## src/rtl/glt_pkg.sv

```systemverilog
`default_nettype none

package glt_pkg;

	localparam int QueueDepth = 4;

	localparam logic [3:0] KIND_ERROR     = 4'd0;
	localparam logic [3:0] KIND_SYMBOL    = 4'd1;
	localparam logic [3:0] KIND_STRING    = 4'd2;
	localparam logic [3:0] KIND_INTEGER   = 4'd3;
	localparam logic [3:0] KIND_REGEXP    = 4'd4;
	localparam logic [3:0] KIND_OPEN      = 4'd5;
	localparam logic [3:0] KIND_CLOSE     = 4'd6;
	localparam logic [3:0] KIND_STAR      = 4'd7;
	localparam logic [3:0] KIND_PLUS      = 4'd8;
	localparam logic [3:0] KIND_QUESTION  = 4'd9;
	localparam logic [3:0] KIND_EQUALS    = 4'd10;
	localparam logic [3:0] KIND_PIPE      = 4'd11;
	localparam logic [3:0] KIND_SEMICOLON = 4'd12;
	localparam logic [3:0] KIND_COMMA     = 4'd13;
	localparam logic [3:0] KIND_END       = 4'd14;

	typedef struct packed {
		logic [3:0] kind;
		logic [7:0] text;
		logic       text_valid;
		logic       done;
	} result_t;

	typedef struct packed {
		logic        two;
		result_t     res0;
		result_t     res1;
		logic [15:0] line;
		logic [15:0] column;
	} entry_t;

	typedef struct packed {
		logic empty;
		logic full;
	} queue_status_t;

endpackage

`default_nettype wire

```

## src/rtl/glt_front.sv

```systemverilog
`default_nettype none

module glt_front #(
	parameter int POSITION_WIDTH = 16
) (
	input  wire logic            clk,
	input  wire logic            arst_n,
	input  wire logic            accept,
	input  wire logic [7:0]      source_byte,
	input  wire logic            end_of_input,
	output glt_pkg::entry_t      push_entry,
	output logic                 push
);
	import glt_pkg::*;

	typedef enum logic [3:0] {
		M_IDLE, M_COMMENT, M_SYM, M_INT, M_RE, M_RE_ESC, M_STR, M_STR_ESC, M_ERR
	} mode_t;

	typedef struct packed {
		logic    emit;
		result_t res;
		mode_t   mode;
		logic    ok;
	} idle_t;

	localparam logic [7:0] CH_HASH      = 8'h23;
	localparam logic [7:0] CH_SLASH     = 8'h2F;
	localparam logic [7:0] CH_QUOTE     = 8'h22;
	localparam logic [7:0] CH_UNDER     = 8'h5F;
	localparam logic [7:0] CH_BACKSLASH = 8'h5C;
	localparam logic [7:0] CH_LF        = 8'h0A;
	localparam logic [7:0] CH_CR        = 8'h0D;
	localparam logic [7:0] CH_TAB       = 8'h09;
	localparam logic [7:0] CH_SPACE     = 8'h20;
	localparam logic [7:0] CH_N         = 8'h6E;

	mode_t                     mode_q, mode_d;
	logic [POSITION_WIDTH-1:0] line_q, line_d;
	logic [POSITION_WIDTH-1:0] col_q, col_d;

	function automatic result_t mk(logic [3:0] kind, logic [7:0] text, logic tv, logic done);
		result_t r;
		r.kind       = kind;
		r.text       = text;
		r.text_valid = tv;
		r.done       = done;
		return r;
	endfunction

	function automatic logic is_letter(logic [7:0] c);
		return (c >= 8'h61 && c <= 8'h7A) || (c >= 8'h41 && c <= 8'h5A) || c == CH_UNDER;
	endfunction

	function automatic logic is_digit(logic [7:0] c);
		return c >= 8'h30 && c <= 8'h39;
	endfunction

	function automatic logic [3:0] punct_kind(logic [7:0] c);
		logic [3:0] k;
		case (c)
			8'h28:   k = KIND_OPEN;
			8'h29:   k = KIND_CLOSE;
			8'h2A:   k = KIND_STAR;
			8'h2B:   k = KIND_PLUS;
			8'h3F:   k = KIND_QUESTION;
			8'h3D:   k = KIND_EQUALS;
			8'h7C:   k = KIND_PIPE;
			8'h3B:   k = KIND_SEMICOLON;
			8'h2C:   k = KIND_COMMA;
			default: k = KIND_ERROR;
		endcase
		return k;
	endfunction

	function automatic idle_t idle_byte(logic [7:0] c);
		idle_t r;
		r.emit = 1'b0;
		r.res  = '0;
		r.mode = M_IDLE;
		r.ok   = 1'b1;
		if (c == CH_SPACE || c == CH_TAB || c == CH_CR || c == CH_LF) begin
			r.mode = M_IDLE;
		end else if (c == CH_HASH) begin
			r.mode = M_COMMENT;
		end else if (is_letter(c)) begin
			r.emit = 1'b1;
			r.res  = mk(KIND_SYMBOL, c, 1'b1, 1'b0);
			r.mode = M_SYM;
		end else if (is_digit(c)) begin
			r.emit = 1'b1;
			r.res  = mk(KIND_INTEGER, c, 1'b1, 1'b0);
			r.mode = M_INT;
		end else if (punct_kind(c) != KIND_ERROR) begin
			r.emit = 1'b1;
			r.res  = mk(punct_kind(c), 8'h00, 1'b0, 1'b1);
		end else if (c == CH_SLASH) begin
			r.mode = M_RE;
		end else if (c == CH_QUOTE) begin
			r.mode = M_STR;
		end else begin
			r.emit = 1'b1;
			r.res  = mk(KIND_ERROR, 8'h00, 1'b0, 1'b1);
			r.mode = M_ERR;
			r.ok   = 1'b0;
		end
		return r;
	endfunction

	idle_t       ib;
	logic [1:0]  n;
	result_t     r0, r1;
	logic        counted;
	logic [15:0] line_out, col_out;

	always_comb begin
		ib      = idle_byte(source_byte);
		n       = 2'd0;
		r0      = '0;
		r1      = '0;
		counted = 1'b0;
		mode_d  = mode_q;
		if (end_of_input) begin
			unique case (mode_q)
				M_SYM: begin
					r0 = mk(KIND_SYMBOL, 8'h00, 1'b0, 1'b1);
					n  = 2'd1;
				end
				M_INT: begin
					r0 = mk(KIND_INTEGER, 8'h00, 1'b0, 1'b1);
					n  = 2'd1;
				end
				M_RE, M_RE_ESC, M_STR, M_STR_ESC: begin
					r0 = mk(KIND_ERROR, 8'h00, 1'b0, 1'b1);
					n  = 2'd1;
				end
				default: n = 2'd0;
			endcase
			if (n == 2'd1) begin
				r1 = mk(KIND_END, 8'h00, 1'b0, 1'b1);
				n  = 2'd2;
			end else begin
				r0 = mk(KIND_END, 8'h00, 1'b0, 1'b1);
				n  = 2'd1;
			end
			mode_d = M_IDLE;
		end else begin
			unique case (mode_q)
				M_COMMENT: begin
					counted = 1'b1;
					if (source_byte == CH_LF) begin
						mode_d = M_IDLE;
					end
				end
				M_SYM, M_INT: begin
					if (is_digit(source_byte) ||
					    (mode_q == M_SYM && is_letter(source_byte))) begin
						r0      = mk(mode_q == M_SYM ? KIND_SYMBOL : KIND_INTEGER,
						             source_byte, 1'b1, 1'b0);
						n       = 2'd1;
						counted = 1'b1;
					end else begin
						r0      = mk(mode_q == M_SYM ? KIND_SYMBOL : KIND_INTEGER,
						             8'h00, 1'b0, 1'b1);
						r1      = ib.res;
						n       = ib.emit ? 2'd2 : 2'd1;
						mode_d  = ib.mode;
						counted = ib.ok;
					end
				end
				M_RE: begin
					counted = 1'b1;
					n       = 2'd1;
					if (source_byte == CH_SLASH) begin
						r0     = mk(KIND_REGEXP, 8'h00, 1'b0, 1'b1);
						mode_d = M_IDLE;
					end else begin
						r0 = mk(KIND_REGEXP, source_byte, 1'b1, 1'b0);
						if (source_byte == CH_BACKSLASH) begin
							mode_d = M_RE_ESC;
						end
					end
				end
				M_RE_ESC: begin
					counted = 1'b1;
					n       = 2'd1;
					r0      = mk(KIND_REGEXP, source_byte, 1'b1, 1'b0);
					mode_d  = M_RE;
				end
				M_STR: begin
					counted = 1'b1;
					if (source_byte == CH_QUOTE) begin
						r0     = mk(KIND_STRING, 8'h00, 1'b0, 1'b1);
						n      = 2'd1;
						mode_d = M_IDLE;
					end else if (source_byte == CH_BACKSLASH) begin
						mode_d = M_STR_ESC;
					end else begin
						r0 = mk(KIND_STRING, source_byte, 1'b1, 1'b0);
						n  = 2'd1;
					end
				end
				M_STR_ESC: begin
					n = 2'd1;
					if (source_byte == CH_QUOTE || source_byte == CH_BACKSLASH) begin
						r0      = mk(KIND_STRING, source_byte, 1'b1, 1'b0);
						counted = 1'b1;
						mode_d  = M_STR;
					end else if (source_byte == CH_N) begin
						r0      = mk(KIND_STRING, CH_LF, 1'b1, 1'b0);
						counted = 1'b1;
						mode_d  = M_STR;
					end else begin
						r0     = mk(KIND_ERROR, 8'h00, 1'b0, 1'b1);
						mode_d = M_ERR;
					end
				end
				M_ERR: begin
					mode_d = M_ERR;
				end
				default: begin
					r0      = ib.res;
					n       = ib.emit ? 2'd1 : 2'd0;
					mode_d  = ib.mode;
					counted = ib.ok;
				end
			endcase
		end
	end

	always_comb begin
		line_d = line_q;
		col_d  = col_q;
		if (end_of_input) begin
			line_d = '0;
			col_d  = '0;
		end else if (counted) begin
			if (source_byte == CH_LF) begin
				if (line_q != '1) begin
					line_d = line_q + 1'b1;
				end
				col_d = '0;
			end else if (col_q != '1) begin
				col_d = col_q + 1'b1;
			end
		end
		line_out = end_of_input ? 16'(line_q) : 16'(line_d);
		col_out  = end_of_input ? 16'(col_q) : 16'(col_d);
	end

	assign push              = accept && (n != 2'd0);
	assign push_entry.two    = (n == 2'd2);
	assign push_entry.res0   = r0;
	assign push_entry.res1   = r1;
	assign push_entry.line   = line_out;
	assign push_entry.column = col_out;

	always_ff @(posedge clk or negedge arst_n) begin
		if (!arst_n) begin
			mode_q <= M_IDLE;
			line_q <= '0;
			col_q  <= '0;
		end else if (accept) begin
			mode_q <= mode_d;
			line_q <= line_d;
			col_q  <= col_d;
		end
	end

endmodule

`default_nettype wire

```

## src/rtl/glt_queue.sv

```systemverilog
`default_nettype none

module glt_queue (
	input  wire logic                  clk,
	input  wire logic                  arst_n,
	input  wire logic                  push,
	input  wire glt_pkg::entry_t       push_entry,
	input  wire logic                  pop,
	output glt_pkg::entry_t            head,
	output glt_pkg::queue_status_t     status
);
	import glt_pkg::*;

	localparam int PtrW = $clog2(QueueDepth);
	localparam int CntW = $clog2(QueueDepth + 1);

	entry_t          mem_q [QueueDepth];
	logic [PtrW-1:0] wr_q, rd_q;
	logic [CntW-1:0] count_q;

	assign status.empty = (count_q == '0);
	assign status.full  = (count_q == CntW'(QueueDepth));
	assign head         = mem_q[rd_q];

	always_ff @(posedge clk) begin
		if (push) begin
			mem_q[wr_q] <= push_entry;
		end
	end

	always_ff @(posedge clk or negedge arst_n) begin
		if (!arst_n) begin
			wr_q    <= '0;
			rd_q    <= '0;
			count_q <= '0;
		end else begin
			if (push) begin
				wr_q <= wr_q + 1'b1;
			end
			if (pop) begin
				rd_q <= rd_q + 1'b1;
			end
			if (push && !pop) begin
				count_q <= count_q + 1'b1;
			end else if (pop && !push) begin
				count_q <= count_q - 1'b1;
			end
		end
	end

endmodule

`default_nettype wire

```

## src/rtl/glt_back.sv

```systemverilog
`default_nettype none

module glt_back (
	input  wire logic             clk,
	input  wire logic             arst_n,
	input  wire glt_pkg::entry_t  head,
	input  wire logic             head_valid,
	output logic                  pop,
	output logic                  out_valid,
	input  wire logic             out_stall,
	output logic [3:0]            token_kind,
	output logic [7:0]            text_byte,
	output logic                  text_valid,
	output logic                  token_done,
	output logic [15:0]           line_number,
	output logic [15:0]           column_number,
	output logic                  last_of_run
);
	import glt_pkg::*;

	logic    idx_q;
	result_t cur;
	logic    take;

	assign cur           = idx_q ? head.res1 : head.res0;
	assign out_valid     = head_valid;
	assign token_kind    = cur.kind;
	assign text_byte     = cur.text;
	assign text_valid    = cur.text_valid;
	assign token_done    = cur.done;
	assign line_number   = head.line;
	assign column_number = head.column;
	assign last_of_run   = idx_q || !head.two;
	assign take          = head_valid && !out_stall;
	assign pop           = take && last_of_run;

	always_ff @(posedge clk or negedge arst_n) begin
		if (!arst_n) begin
			idx_q <= 1'b0;
		end else if (take) begin
			idx_q <= !last_of_run;
		end
	end

endmodule

`default_nettype wire

```

## src/rtl/grammar_token_lexer.sv

```systemverilog
`default_nettype none

// Channel  Handshake             Payload
// in       in_valid / in_stall   source_byte, end_of_input
// out      out_valid / out_stall token_kind, text_byte, text_valid, token_done,
//                                line_number, column_number, last_of_run
//
// One input transaction is accepted per cycle while the result queue has room.
// Each input yields zero, one or two output transactions; the output side sends
// one per cycle while out_stall is low, so inputs that yield two results are bound by the output port.
// A result is registered in the result queue when its input is accepted and is shown from the queue head.
// Reset clears the lexer mode, both position counters and the queue.
// in_stall is high only while the four-entry result queue is full.

module grammar_token_lexer #(
	parameter int POSITION_WIDTH = 16
) (
	input  wire logic        clk,
	input  wire logic        arst_n,
	input  wire logic        in_valid,
	output logic             in_stall,
	input  wire logic [7:0]  source_byte,
	input  wire logic        end_of_input,
	output logic             out_valid,
	input  wire logic        out_stall,
	output logic [3:0]       token_kind,
	output logic [7:0]       text_byte,
	output logic             text_valid,
	output logic             token_done,
	output logic [15:0]      line_number,
	output logic [15:0]      column_number,
	output logic             last_of_run
);
	import glt_pkg::*;

	entry_t        push_entry, head;
	logic          push, pop, accept;
	queue_status_t status;

	assign in_stall = status.full;
	assign accept   = in_valid && !status.full;

	glt_front #(
		.POSITION_WIDTH(POSITION_WIDTH)
	) u_front (
		.clk          (clk),
		.arst_n       (arst_n),
		.accept       (accept),
		.source_byte  (source_byte),
		.end_of_input (end_of_input),
		.push_entry   (push_entry),
		.push         (push)
	);

	glt_queue u_queue (
		.clk        (clk),
		.arst_n     (arst_n),
		.push       (push),
		.push_entry (push_entry),
		.pop        (pop),
		.head       (head),
		.status     (status)
	);

	glt_back u_back (
		.clk           (clk),
		.arst_n        (arst_n),
		.head          (head),
		.head_valid    (!status.empty),
		.pop           (pop),
		.out_valid     (out_valid),
		.out_stall     (out_stall),
		.token_kind    (token_kind),
		.text_byte     (text_byte),
		.text_valid    (text_valid),
		.token_done    (token_done),
		.line_number   (line_number),
		.column_number (column_number),
		.last_of_run   (last_of_run)
	);

endmodule

`default_nettype wire
```

## config.mk

```make
export PLATFORM = sky130hd
export DESIGN_NAME = grammar_token_lexer
export DESIGN_NICKNAME = d
export VERILOG_FILES = /design/src/rtl/glt_pkg.sv /design/src/rtl/glt_front.sv /design/src/rtl/glt_queue.sv /design/src/rtl/glt_back.sv /design/src/rtl/grammar_token_lexer.sv
export SDC_FILE = /design/constraint.sdc
export NUM_CORES = 1
export LEC_CHECK = 0
export BUFFER_PORTS_ARGS = -buffer_cell sky130_fd_sc_hd__buf_2
export CAP_MARGIN = 20
export CORE_MARGIN = 3
export CORE_UTILIZATION = 35
export CTS_BUF_LIST = sky130_fd_sc_hd__clkbuf_4
export CTS_CLUSTER_SIZE = 40
export DETAILED_ROUTE_END_ITERATION = 10
export PLACE_DENSITY = 0.54
export SLEW_MARGIN = 40
export SYNTH_ARGS = -nofsm -noshare
export SYNTH_HDL_FRONTEND = slang
export SYNTH_SLANG_ARGS = --single-unit
```

## constraint.sdc

```tcl
create_clock -name clk -period 3.08 [get_ports clk]
set_input_delay 0.308 -clock clk [delete_from_list [all_inputs] [get_ports clk]]
set_output_delay 0.308 -clock clk [all_outputs]
set_load 0.005 [all_outputs]
```

==> results.md <==
- Clk_lat worst skew: approximately 0.7 ns
- Post-CTS setup buffers: 0
- Die area: 40700 µm²
- Seq cells post-synth: 288
- Leading area contributor after synthesis: edfxtp_1
- Startpoint types: register
- Leak Pwr: 0.00578 µW
- Area contributors post-synth: edfxtp_1, mux4_2, dfrtp_1
- Hold slack: around 0.10 ns
- Final Hold Viols: 0
- IR drop worst, VDD: between 0.0002 and 0.0003 V
- Critical path type: reg2out
- Max-slew violation count: 0
- Core Area: about 38000 µm²
- CTS tree: done
- Final min period: 2.79 ns
- Via count of the first global-routing pass: a little over 9000
- DRC violations left: 0
- Dpl ws: 0.00508 ns
- Initial Util: roughly 36%
- Vert. Die Dim: between 200 and 250 µm
- Setup ws final: 0.287 ns
- Layout area overhead: 18.8%
- Largest net degree at the start of global routing: 63
- Flop pwr share: about two fifths
- Avg WL per Cell: 19.1 µm
- Fmax: 358 MHz
- Vias: a little under 9000
- Sw Share: 32.1%
- Finish-stage setup viols: 0
- Routed WL: 32.3 mm
- First-pass GRT wire length: 51.3 mm
- DR pass1 iterations: 5
- Port bufs: 61
- Cell area after layout: approximately 16000 µm²
- Cell Rows: 71
- Combinational group share of total power: 35.2%
- Worst R2R Start: u_front.mode_q[3]
- Critical Path RT: 2.77 ns
- Synth Cell Area: 13400 µm²
- Final net count: between 1000 and 1500
- Clock power share: 24.5%
- Grt total ovfl: 0
- CTS Root Cell: clkbuf_4
- GPL Wtd Cong: 0.880
- Unique cell type count in the Yosys netlist: 78
- Num CTS Buffers: 77
- Final ANT Viol Nets: 0
- Max cap viols: 0
- Clock net sink count: about 290
- FFs w/ async S/R, synth: between 10% and 20%
- Design Power: 13700 µW
- Cells after Synth: approximately 960
- Share of post-route cells with drive strength above 1: 31.1%
- Reg clk slew, reported paths: 0.07 ns
- Setup crit start: u_queue.rd_q[0]
- Setup TNS: 0 ns
- Nature of the critical path endpoint: output pin
- CP Max Fanout: 31
- Detailed placement HPWL: roughly 21 mm
- Clk_skew: between 0.04 and 0.05 ns
- YS warnings: 0
- Int Pwr: ~9300 µW
- Die W: between 200 and 250 µm
- Avg Vias per Cell: about 5.2
- Hold Crit Class: in2async
- RSZ-0062 raised after global routing: false
- Initial antenna violation count: 6
- Psw: 4400 µW
- Io pins: 62
- EDFF count, synth: ~240
- Fin crit share: 90.7%
- Slew headroom: between 50% and 60%
- Critical Path AT: 2.48 ns
- GRT Util Overall: 16.0%
- Avg Inst Size Synth: roughly 14 µm²
- H-tree levels: 3
- Number of DRC markers in iteration 0: 650
- Max Root-Sink Buffers: 3
- Outcome: finished, final reports clean
- Share of the synthesized area in the top cell type: 54.6%
- Power Density: 861 nW/µm²
- Post-synthesis sequential area ratio: 62.8%
- Worst Tran Pin Value: roughly 0.67 ns
- Main flop type after synthesis: edfxtp_1
- Placement Cell Area: around 15000 µm²
## layout by cell type, fill, tap and decap left out, types with 5 or more instances in the layout
cell type,n
nor3_1,17
nand2_1,85
clkinv_1,17
buf_4,81
and3_1,15
a21oi_1,46
xnor2_1,11
o22ai_1,8
xor2_1,7
clkbuf_4,106
and2_1,15
mux2i_1,11
inv_1,15
dfrtp_1,42
nand2b_1,12
buf_2,60
edfxtp_1,244
nor2_1,49
a22o_1,9
ha_1,7
o21ai_0,39
or3_1,9
o211ai_1,8
nand4_1,14
o31ai_1,6
mux4_2,61
nand3_1,38
nor2b_1,5
a31oi_1,9
mux2_2,20
buf_12,7
## worst max-delay path, cell delays in order (launching register included)
cell and delay, ns:
dfrtp_4 0.49, buf_16 0.26, mux4_2 0.55, mux2_2 0.30
buf_2 0.13
## worst paths after layout
| kind | cells after the start | slack [ns] | end |
|---|---|---|---|
| max in group asynchronous | 3 | 2.37 | u_front.line_q[11] |
| max | 4 | 0.29 | text_byte[5] |
| min in group clk | 3 | 0.13 | u_queue.mem_q[0][50] |
| max reg2reg | 5 | 0.34 | u_queue.mem_q[3][11] |
| min reg2reg | 1 | 0.49 | u_queue.count_q[2] |
| min | 2 | 0.10 | u_front.col_q[6] |
## synth_stat cells (all sizes together), types with 5 or more instances
cell type	number
mux4	61
xor2	7
o211ai	8
mux2i	11
nand3	39
mux2	20
nand4	14
nor4	5
buf	16
edfxtp	244
a21oi	47
dfrtp	44
xnor2	11
a31oi	9
and2	19
nand2b	12
nand2	85
clkbuf	48
and3	15
inv	15
o22ai	8
ha	7
a22o	9
nor2b	5
o31ai	7
or3	9
nor3	21
nor2	49
o21ai	42
## power groups by stage
stage	combinational (µW)	clock (µW)	sequential [µW]
final	4830	3350	5530
after global routing	5320	3740	5610
after CTS	4920	3500	5520
after detailed placement	4900	0	5600
after global placement	4880	0	5570
after floorplan	3070	0	5490
## cell families (layout without fill, tap and decap cells)
group | Yosys count | after routing | share of synthesized area, %
compound gates | 172 | 172 | 8.51
flops | 288 | 288 | 62.8
buf+inv | 80 | 298 | 2.31
other cells | 1 | 6 | 0.0280
mux | 92 | 92 | 12.7
xor+xnor | 18 | 18 | 1.18
fa+ha+maj | 9 | 9 | 0.877
simple gates | 296 | 296 | 11.5
## cell type report
cell class / instances / area, µm²
well taps: 511 / 639
inverters: 16 / 60.1
diodes: 2 / 5.00
fillers: 3543 / 21800
flip-flops and latches: 288 / 8430
clock buffers: 106 / 796
clock inverters: 24 / 179
multi-input cells: 591 / 4700
repair buffers: 152 / 1120
## layer usage
metal | track usage [%] | vias to the layer above | wire [µm]
li1 | - | 4140 | -
met1 | 22.6 | 4405 | 15000
met2 | 24.5 | 248 | 14900
met3 | 3.99 | 50 | 1860
met4 | 5.01 | 8 | 554
met5 | 0 | - | 50
## stage by stage
stage,util (%),std cells
global route,42.2,1690
CTS,42.1,1687
global placement,39.5,1555
finish,42.2,1690
detailed placement,39.5,1555
floorplan,-,959
## sequential cells by signal, summed over array words and instances (netlist names)
signal	cells
u_back.idx_q	1
u_front.col_q	16
u_front.mode_q	4
u_queue.wr_q	2
u_queue.mem_q	244
u_queue.rd_q	2
u_front.line_q	16
u_queue.count_q	3
## what timing repair did
action,in CTS,in global routing
hold endpoints to repair,31,0
gates resized for setup,0,1
setup endpoints to repair,0,5
hold buffers,2,0
(Power assumes the default switching activity.)
